[src/rtl/rtlpm_pkg.sv]
// Shared types and constants for the route table longest-prefix-match block.
// Used by rtlpm_table and route_table_longest_prefix_match; depends on nothing.
`default_nettype none

package rtlpm_pkg;

  localparam int TABLE_DEPTH = 16;
  localparam int PORT_COUNT  = 4;
  localparam int NUM_IFACE   = 4;

  localparam int ADDR_W    = 32;
  localparam int PORT_W    = 2;
  localparam int SLOT_W    = 4;
  localparam int CFG_IDX_W = 2;
  localparam int IDX_W     = (TABLE_DEPTH > 1) ? $clog2(TABLE_DEPTH) : 1;

  localparam int IN_DATA_W  = 104;
  localparam int OUT_DATA_W = 40;

  // Item kinds carried on in_tuser.
  localparam logic OP_WRITE  = 1'b0;
  localparam logic OP_LOOKUP = 1'b1;

  typedef struct packed {
    logic [ADDR_W-1:0] prefix;
    logic [ADDR_W-1:0] netmask;
    logic [PORT_W-1:0] port;
  } entry_t;

  typedef struct packed {
    logic             en;
    logic [IDX_W-1:0] idx;
    entry_t           entry;
    logic             enable;
  } wr_req_t;

  typedef struct packed {
    logic             en;
    logic [IDX_W-1:0] idx;
  } rd_req_t;

endpackage

`default_nettype wire

[src/rtl/rtlpm_table.sv]
// Route entry storage: a synchronous memory for prefix, mask and port, and
// per-entry valid flops cleared by reset. Depends on rtlpm_pkg.
`default_nettype none

module rtlpm_table (
  input  wire                      clk,
  input  wire                      rst_n,
  input  wire rtlpm_pkg::wr_req_t  wr_req,
  input  wire rtlpm_pkg::rd_req_t  rd_req,
  output rtlpm_pkg::entry_t        rd_entry,
  output logic                     rd_enable
);

  rtlpm_pkg::entry_t                 mem [rtlpm_pkg::TABLE_DEPTH];
  logic [rtlpm_pkg::TABLE_DEPTH-1:0] valid_r;

  always_ff @(posedge clk) begin
    if (wr_req.en) begin
      mem[wr_req.idx] <= wr_req.entry;
    end
    if (rd_req.en) begin
      rd_entry <= mem[rd_req.idx];
    end
  end

  // Valid bits live in flops so reset removes every route at once.
  always_ff @(posedge clk) begin
    if (!rst_n) begin
      valid_r   <= '0;
      rd_enable <= 1'b0;
    end else begin
      if (wr_req.en) begin
        valid_r[wr_req.idx] <= wr_req.enable;
      end
      if (rd_req.en) begin
        rd_enable <= valid_r[rd_req.idx];
      end
    end
  end

endmodule

`default_nettype wire

[src/rtl/route_table_longest_prefix_match.sv]
// Top level of the route table with longest-prefix-match lookup: stream ports,
// interface address registers, the lookup walker and the result register.
// Depends on rtlpm_pkg and rtlpm_table.
//
//   Channel | Direction | Handshake            | Word
//   in_     | slave     | in_tvalid/in_tready  | in_tuser kind, in_tdata entry/dest
//   out_    | master    | out_tvalid/out_tready| out_tdata lookup result
//   cfg_    | slave     | cfg_valid/cfg_ready  | cfg_index, cfg_data
//
// A write word is stored at the edge that accepts it. A lookup reads one
// entry per cycle from the table memory; its result is loaded into the
// output register once the walk ends, and the next word can be taken in
// the cycle after that, so a lookup holds the input until its result is
// loaded. An interface address hit at any entry ends the walk early.
// Reset clears the valid bits, the interface addresses and all control state.
// A lookup whose result finds the output register still full waits until it
// drains; no new word is taken until the current lookup has been handed over.
// Configuration writes are taken in every cycle.
`default_nettype none

module route_table_longest_prefix_match (
  input  wire                                   clk,
  input  wire                                   rst_n,
  input  wire                                   in_tvalid,
  output logic                                  in_tready,
  // in_tdata, lowest bit up: entry_slot, entry_prefix, entry_netmask,
  // entry_port, entry_enable, lookup_address, one zero pad bit.
  input  wire [rtlpm_pkg::IN_DATA_W-1:0]        in_tdata,
  // in_tuser: opcode.
  input  wire                                   in_tuser,
  output logic                                  out_tvalid,
  input  wire                                   out_tready,
  // out_tdata, lowest bit up: route_found, local_hit, chosen_slot,
  // chosen_port, chosen_prefix.
  output logic [rtlpm_pkg::OUT_DATA_W-1:0]      out_tdata,
  input  wire                                   cfg_valid,
  output logic                                  cfg_ready,
  input  wire [rtlpm_pkg::CFG_IDX_W-1:0]        cfg_index,
  input  wire [rtlpm_pkg::ADDR_W-1:0]           cfg_data
);

  localparam logic [1:0] S_IDLE = 2'd0;
  localparam logic [1:0] S_WALK = 2'd1;
  localparam logic [1:0] S_DONE = 2'd2;

  localparam logic [rtlpm_pkg::IDX_W-1:0] LAST_IDX =
    rtlpm_pkg::IDX_W'(rtlpm_pkg::TABLE_DEPTH - 1);

  // Input word fields.
  logic [rtlpm_pkg::SLOT_W-1:0] entry_slot;
  logic [rtlpm_pkg::ADDR_W-1:0] entry_prefix;
  logic [rtlpm_pkg::ADDR_W-1:0] entry_netmask;
  logic [rtlpm_pkg::PORT_W-1:0] entry_port;
  logic                         entry_enable;
  logic [rtlpm_pkg::ADDR_W-1:0] lookup_address;

  assign entry_slot     = in_tdata[3:0];
  assign entry_prefix   = in_tdata[35:4];
  assign entry_netmask  = in_tdata[67:36];
  assign entry_port     = in_tdata[69:68];
  assign entry_enable   = in_tdata[70];
  assign lookup_address = in_tdata[102:71];

  logic [1:0]                   state_r, state_nxt;
  logic [rtlpm_pkg::ADDR_W-1:0] iface_r [rtlpm_pkg::NUM_IFACE];
  logic [rtlpm_pkg::ADDR_W-1:0] dest_r;
  logic [rtlpm_pkg::IDX_W-1:0]  rd_idx_r, cmp_idx_r;
  logic                         rd_busy_r, cmp_vld_r;
  logic [rtlpm_pkg::ADDR_W-1:0] best_mask_r;
  logic                         found_r, local_r;
  logic [rtlpm_pkg::IDX_W-1:0]  pick_r;
  logic [rtlpm_pkg::PORT_W-1:0] pick_port_r;
  logic [rtlpm_pkg::ADDR_W-1:0] pick_prefix_r;

  rtlpm_pkg::wr_req_t wr_req;
  rtlpm_pkg::rd_req_t rd_req;
  rtlpm_pkg::entry_t  rd_entry;
  logic               rd_enable;

  logic in_acc, wr_acc, lk_acc, out_free;
  logic hit_local, hit_prefix, walk_end;

  assign in_tready = (state_r == S_IDLE);
  assign cfg_ready = 1'b1;
  assign in_acc    = in_tvalid && in_tready;
  assign wr_acc    = in_acc && (in_tuser == rtlpm_pkg::OP_WRITE);
  assign lk_acc    = in_acc && (in_tuser == rtlpm_pkg::OP_LOOKUP);
  assign out_free  = !out_tvalid || out_tready;

  // Writes happen only in the idle state, so they never overlap a walk.
  always_comb begin
    wr_req.en = wr_acc &&
                ({5'd0, entry_slot} < 9'(rtlpm_pkg::TABLE_DEPTH));
    wr_req.idx           = rtlpm_pkg::IDX_W'(entry_slot);
    wr_req.entry.prefix  = entry_prefix;
    wr_req.entry.netmask = entry_netmask;
    wr_req.entry.port    = entry_port;
    wr_req.enable        = entry_enable;
  end

  rtlpm_table u_table (
    .clk       (clk),
    .rst_n     (rst_n),
    .wr_req    (wr_req),
    .rd_req    (rd_req),
    .rd_entry  (rd_entry),
    .rd_enable (rd_enable)
  );

  // Compare stage for the entry whose read data arrived this cycle.
  always_comb begin
    hit_local = cmp_vld_r && rd_enable &&
                ({1'b0, rd_entry.port} < 3'(rtlpm_pkg::PORT_COUNT)) &&
                (dest_r == iface_r[rd_entry.port]);
    hit_prefix = cmp_vld_r && rd_enable && !hit_local &&
                 (((rd_entry.prefix ^ dest_r) & rd_entry.netmask) == '0) &&
                 (best_mask_r <= rd_entry.netmask);
    walk_end  = hit_local || (cmp_vld_r && (cmp_idx_r == LAST_IDX));
    rd_req.en  = (state_r == S_WALK) && rd_busy_r && !hit_local;
    rd_req.idx = rd_idx_r;
  end

  always_comb begin
    state_nxt = state_r;
    case (state_r)
      S_IDLE: begin
        if (lk_acc) state_nxt = S_WALK;
      end
      S_WALK: begin
        if (walk_end) state_nxt = S_DONE;
      end
      S_DONE: begin
        if (out_free) state_nxt = S_IDLE;
      end
      default: state_nxt = S_IDLE;
    endcase
  end

  always_ff @(posedge clk) begin
    if (!rst_n) begin
      state_r    <= S_IDLE;
      rd_busy_r  <= 1'b0;
      cmp_vld_r  <= 1'b0;
      out_tvalid <= 1'b0;
      for (int i = 0; i < rtlpm_pkg::NUM_IFACE; i++) begin
        iface_r[i] <= '0;
      end
    end else begin
      state_r   <= state_nxt;
      cmp_vld_r <= rd_req.en;
      if (cfg_valid && cfg_ready) begin
        iface_r[cfg_index] <= cfg_data;
      end
      if (lk_acc) begin
        rd_busy_r <= 1'b1;
      end else if (rd_req.en && (rd_idx_r == LAST_IDX)) begin
        rd_busy_r <= 1'b0;
      end else if (hit_local) begin
        rd_busy_r <= 1'b0;
      end
      if ((state_r == S_DONE) && out_free) begin
        out_tvalid <= 1'b1;
      end else if (out_tvalid && out_tready) begin
        out_tvalid <= 1'b0;
      end
    end
  end

  // Walk datapath; a lookup start clears the running best.
  always_ff @(posedge clk) begin
    if (lk_acc) begin
      dest_r        <= lookup_address;
      rd_idx_r      <= '0;
      best_mask_r   <= '0;
      found_r       <= 1'b0;
      local_r       <= 1'b0;
      pick_r        <= '0;
      pick_port_r   <= '0;
      pick_prefix_r <= '0;
    end else begin
      if (rd_req.en) begin
        rd_idx_r <= rd_idx_r + 1'b1;
      end
      if (hit_local || hit_prefix) begin
        found_r       <= 1'b1;
        pick_r        <= cmp_idx_r;
        pick_port_r   <= rd_entry.port;
        pick_prefix_r <= rd_entry.prefix;
      end
      if (hit_local) begin
        local_r <= 1'b1;
      end
      if (hit_prefix) begin
        best_mask_r <= rd_entry.netmask;
      end
    end
    if (rd_req.en) begin
      cmp_idx_r <= rd_idx_r;
    end
    if ((state_r == S_DONE) && out_free) begin
      out_tdata <= {pick_prefix_r, pick_port_r,
                    rtlpm_pkg::SLOT_W'(pick_r), local_r, found_r};
    end
  end

  a_no_write_in_walk: assert property (@(posedge clk) disable iff (!rst_n)
    wr_req.en |-> (state_r == S_IDLE))
    else $error("table write outside the idle state");

  a_walk_starts_at_zero: assert property (@(posedge clk) disable iff (!rst_n)
    lk_acc |=> (state_r == S_WALK) && (rd_idx_r == '0) && rd_busy_r)
    else $error("lookup did not start its walk at entry zero");

  a_cmp_follows_read: assert property (@(posedge clk) disable iff (!rst_n)
    rd_req.en |=> cmp_vld_r && (cmp_idx_r == $past(rd_idx_r)))
    else $error("compare stage lost track of the read index");

  a_local_implies_found: assert property (@(posedge clk) disable iff (!rst_n)
    (state_r == S_DONE) && local_r |-> found_r)
    else $error("local hit without a found route");

  a_result_from_done: assert property (@(posedge clk) disable iff (!rst_n)
    $rose(out_tvalid) |-> ($past(state_r) == S_DONE))
    else $error("result raised outside the report state");

endmodule

`default_nettype wire

[config.mk]
export PLATFORM = sky130hd
export DESIGN_NAME = route_table_longest_prefix_match
export DESIGN_NICKNAME = d
export VERILOG_FILES = /design/src/rtl/rtlpm_pkg.sv /design/src/rtl/rtlpm_table.sv /design/src/rtl/route_table_longest_prefix_match.sv
export SDC_FILE = /design/constraint.sdc
export NUM_CORES = 2
export LEC_CHECK = 0
export BUFFER_PORTS_ARGS = -buffer_cell sky130_fd_sc_hd__buf_2
export CORE_ASPECT_RATIO = 1.2
export CORE_MARGIN = 3
export CORE_UTILIZATION = 32
export CTS_CLUSTER_SIZE = 28
export DETAILED_ROUTE_END_ITERATION = 8
export SYNTH_ARGS = -nofsm -noshare
export SYNTH_HDL_FRONTEND = slang
export SYNTH_SLANG_ARGS = --single-unit
[constraint.sdc]
create_clock -name clk -period 7.1 [get_ports clk]
set_input_delay 0.355 -clock clk [delete_from_list [all_inputs] [get_ports clk]]
set_output_delay 0.355 -clock clk [all_outputs]
set_load 0.03 [all_outputs]
==> run metrics <==
CTS sink count 1424; share of layout cells above drive strength 1 26.2%; root buf cell clkbuf_16; initial DRC count 2521; Port Buffers 184; Tmin final 4.52 ns; FFs w/ async S/R, synth 0%; Leak 0.0208 uW; Post-Syn Nets 2809; Layout area overhead 17.3%; Final ANT Viol Nets 0; Clk Latency, worst-skew pair 0.76 ns; RSZ-0062 raised after global routing no; Avg Cell Area, Syn 20.9 sq um; gp weighted congestion 0.828; final WL 135 mm; die area 0.177 sq mm; DP HPWL 73.6 mm; die height 460 um; Distinct cells, synth 48; Final Cell Area 0.0645 sq mm; CTS buffer count 133; pwr/cell area 267 mW/mm^2; CP Cell Sequence buf_4 > mux4_2 > xor2_1 > nor4_1 > nand4_1 > or3_1 > and3_4; Worst-path clk slew 0.06 ns; net count reported at finish 3172; antenna violations before repair 36; largest net degree at the start of global routing 129; Max Cap Violations 0; area of the multi-input gates 0.0127 sq mm; DRC 0; Seq cells post-synth 1424; switching part of the total 21.3%; overall routing resource usage 15.1%; Hold Vio Cnt, Final 0; slew margin rel. 19.2%; Net Switching 3670 uW; Die X 384 um; via count 26800; hold slack final 0.236 ns; Seq/Total Area, Yosys 76.0%; combinational power share 5.3%; worst hold path class primary input to flip-flop; vias in the first global route 27300; total grt overflow 0; placed cell area 0.0589 sq mm; H-Tree Depth 4; final slew viol count 0; synthesized area 0.0550 sq mm; Initial Utilization 32.2%; worst path required time 7.46 ns; final period utilization 63.6%; status completed; cell family with most CP delay simple AND/OR/NAND/NOR gates; FMAX 221 MHz; Int Pwr 13600 uW; Crit-path slowest cell edfxtp_1; Buf/Inv on CP 1; total negative slack 0 ns; register area 0.0418 sq mm; Critical Path Sink Type flip-flop; core area 0.171 sq mm; WP data arrival 4.87 ns; Cells after Synth 2632; Yosys warning count 0; CP peak stage delay 0.87 ns; crit start category flip-flop; Top Ports 187; DRT Pass-1 Iters 5; Worst Tran Pin Value 1.21 ns; fin util 37.8%; cts repair resizes 0; Filler cells 15400; clock share of power 40.5%; skew final 0.0226 ns; TritonCTS clock tree built; post-DR wirelength/cell 25.1 um; DR vias/cell 4.98; number of flops mapped to enable cells by yosys 1326; Most used DFF post-synth edfxtp_1; global-route wire length before repair 195 mm; row count 166; WS Path Type flip-flop to flip-flop; maximum clock path buffer count 3; crit path max fanout 74; r2r setup slk 2.58 ns; register share of total power 54.2%; VDD IR max 201 uV; count of final setup violators 0
==> power groups by stage <==
stage	Clock (uW)	Combinational, uW	Sequential, uW
floorplan	0	558	9500
global placement	0	847	9530
detailed placement	0	855	9540
CTS	7160	928	9350
global route	7480	981	9360
finish	7000	910	9350
==> metal layers <==
layer	GRT usage, %	up-vias	wire length, um
met5	0	-	130
met4	4.33	20	3180
met3	3.24	172	9310
met2	24.4	917	64900
met1	20.7	14200	57600
li1	-	11500	-
==> synth_stat cells, drive strengths merged, types with 2 or more instances <==
cell    number  area, sq um
a21o         2         15.0
a21oi       59          295
a221o        2         20.0
a22oi       18          135
and2        98          613
and3        37          231
and4         2         17.5
buf         35          193
clkbuf     100          375
dfxtp       98         1960
edfxtp    1326        39800
ha          33          413
inv         38          143
mux2i       48          480
mux4       367         8270
nand2      116          435
nand2b       9         56.3
nand3       48          240
nand4       18          113
nor2        23         86.3
nor2b        4         25.0
nor3         9         45.0
nor3b        2         15.0
nor4        13         87.6
o211ai       2         15.0
o21ai       46          230
xor2        64          561
==> per-stage QoR <==
stage,power (uW),setup slack (ns),std cells
2_1_floorplan,10100,0.804,2632
3_3_place_gp,10400,2.51,4996
3_5_place_dp,10400,2.51,4996
4_1_cts,17400,2.48,5373
5_1_grt,17800,2.31,5377
6_report,17300,2.58,5387
==> kinds of logic (layout without fill, tap and decap cells) <==
| kind of cell | count (synthesis) | count (layout) | share of synthesized area (%) |
|---|---|---|---|
| DFF | 1424 | 1424 | 76.0 |
| muxes | 415 | 415 | 15.9 |
| buffers and inverters | 174 | 647 | 1.30 |
| AOI/OAI and AO/OA | 138 | 138 | 1.44 |
| other | 1 | 15 | 0.00682 |
| and+or+nand+nor | 383 | 383 | 3.63 |
| adders and majority gates | 33 | 33 | 0.751 |
| xor gates and xnor gates | 64 | 64 | 1.02 |
==> path summary, 6_finish.rpt <==
kind	start	to	cells after the start
worst min register to register	pick_prefix_r[8]	out_tdata[16]	0
worst max register to register	u_table.rd_entry[0]	u_table.rd_entry[24]	7
worst min-delay path	rst_n	u_table.rd_enable	4
worst max-delay path	u_table.rd_entry[0]	u_table.rd_entry[24]	7
==> tightest hold or removal path, stage by stage <==
cell and delay (ns):
buf_2 0.09, buf_4 0.28, nand2_1 0.11, mux2i_1 0.06
==> flip-flops by register name, summed over array words and instances, names as in the netlist, 2 cells and up <==
register,cells
rd_idx_r,4
u_table.mem,1056
u_table.rd_entry,66
best_mask_r,32
state_r,2
iface_r,128
out_tdata,40
u_table.valid_r,16
cmp_idx_r,4
pick_prefix_r,32
pick_port_r,2
dest_r,32
pick_r,4
==> final cells by class <==
type / instances / area share (%)
flip-flops and latches: 1424 / 64.8
multi-input cells: 1034 / 19.6
clock buffers: 167 / 5.47
well taps: 2268 / 4.40
repair buffers: 363 / 4.33
clock inverters: 78 / 1.13
inverters: 39 / 0.229
diodes: 14 / 0.0543
==> what timing repair did <==
item                                     CTS  global route
hold buffers                             132             0
endpoints found under the setup margin     0             0
hold endpoints to repair                1228             0
buffers inserted                           0             0
==> placed cells by master (no fill, tap or decap), types with 59 or more instances in the layout <==
cell	netlist	routed
edfxtp_1	1326	1326
mux4_2	367	367
buf_2	3	184
clkbuf_16	0	136
dlygate4sd3_1	0	132
nand2_1	116	116
and2_1	97	98
dfxtp_1	98	94
xor2_1	64	64
a21oi_1	59	59
Power figures use the tool's default switching activity.
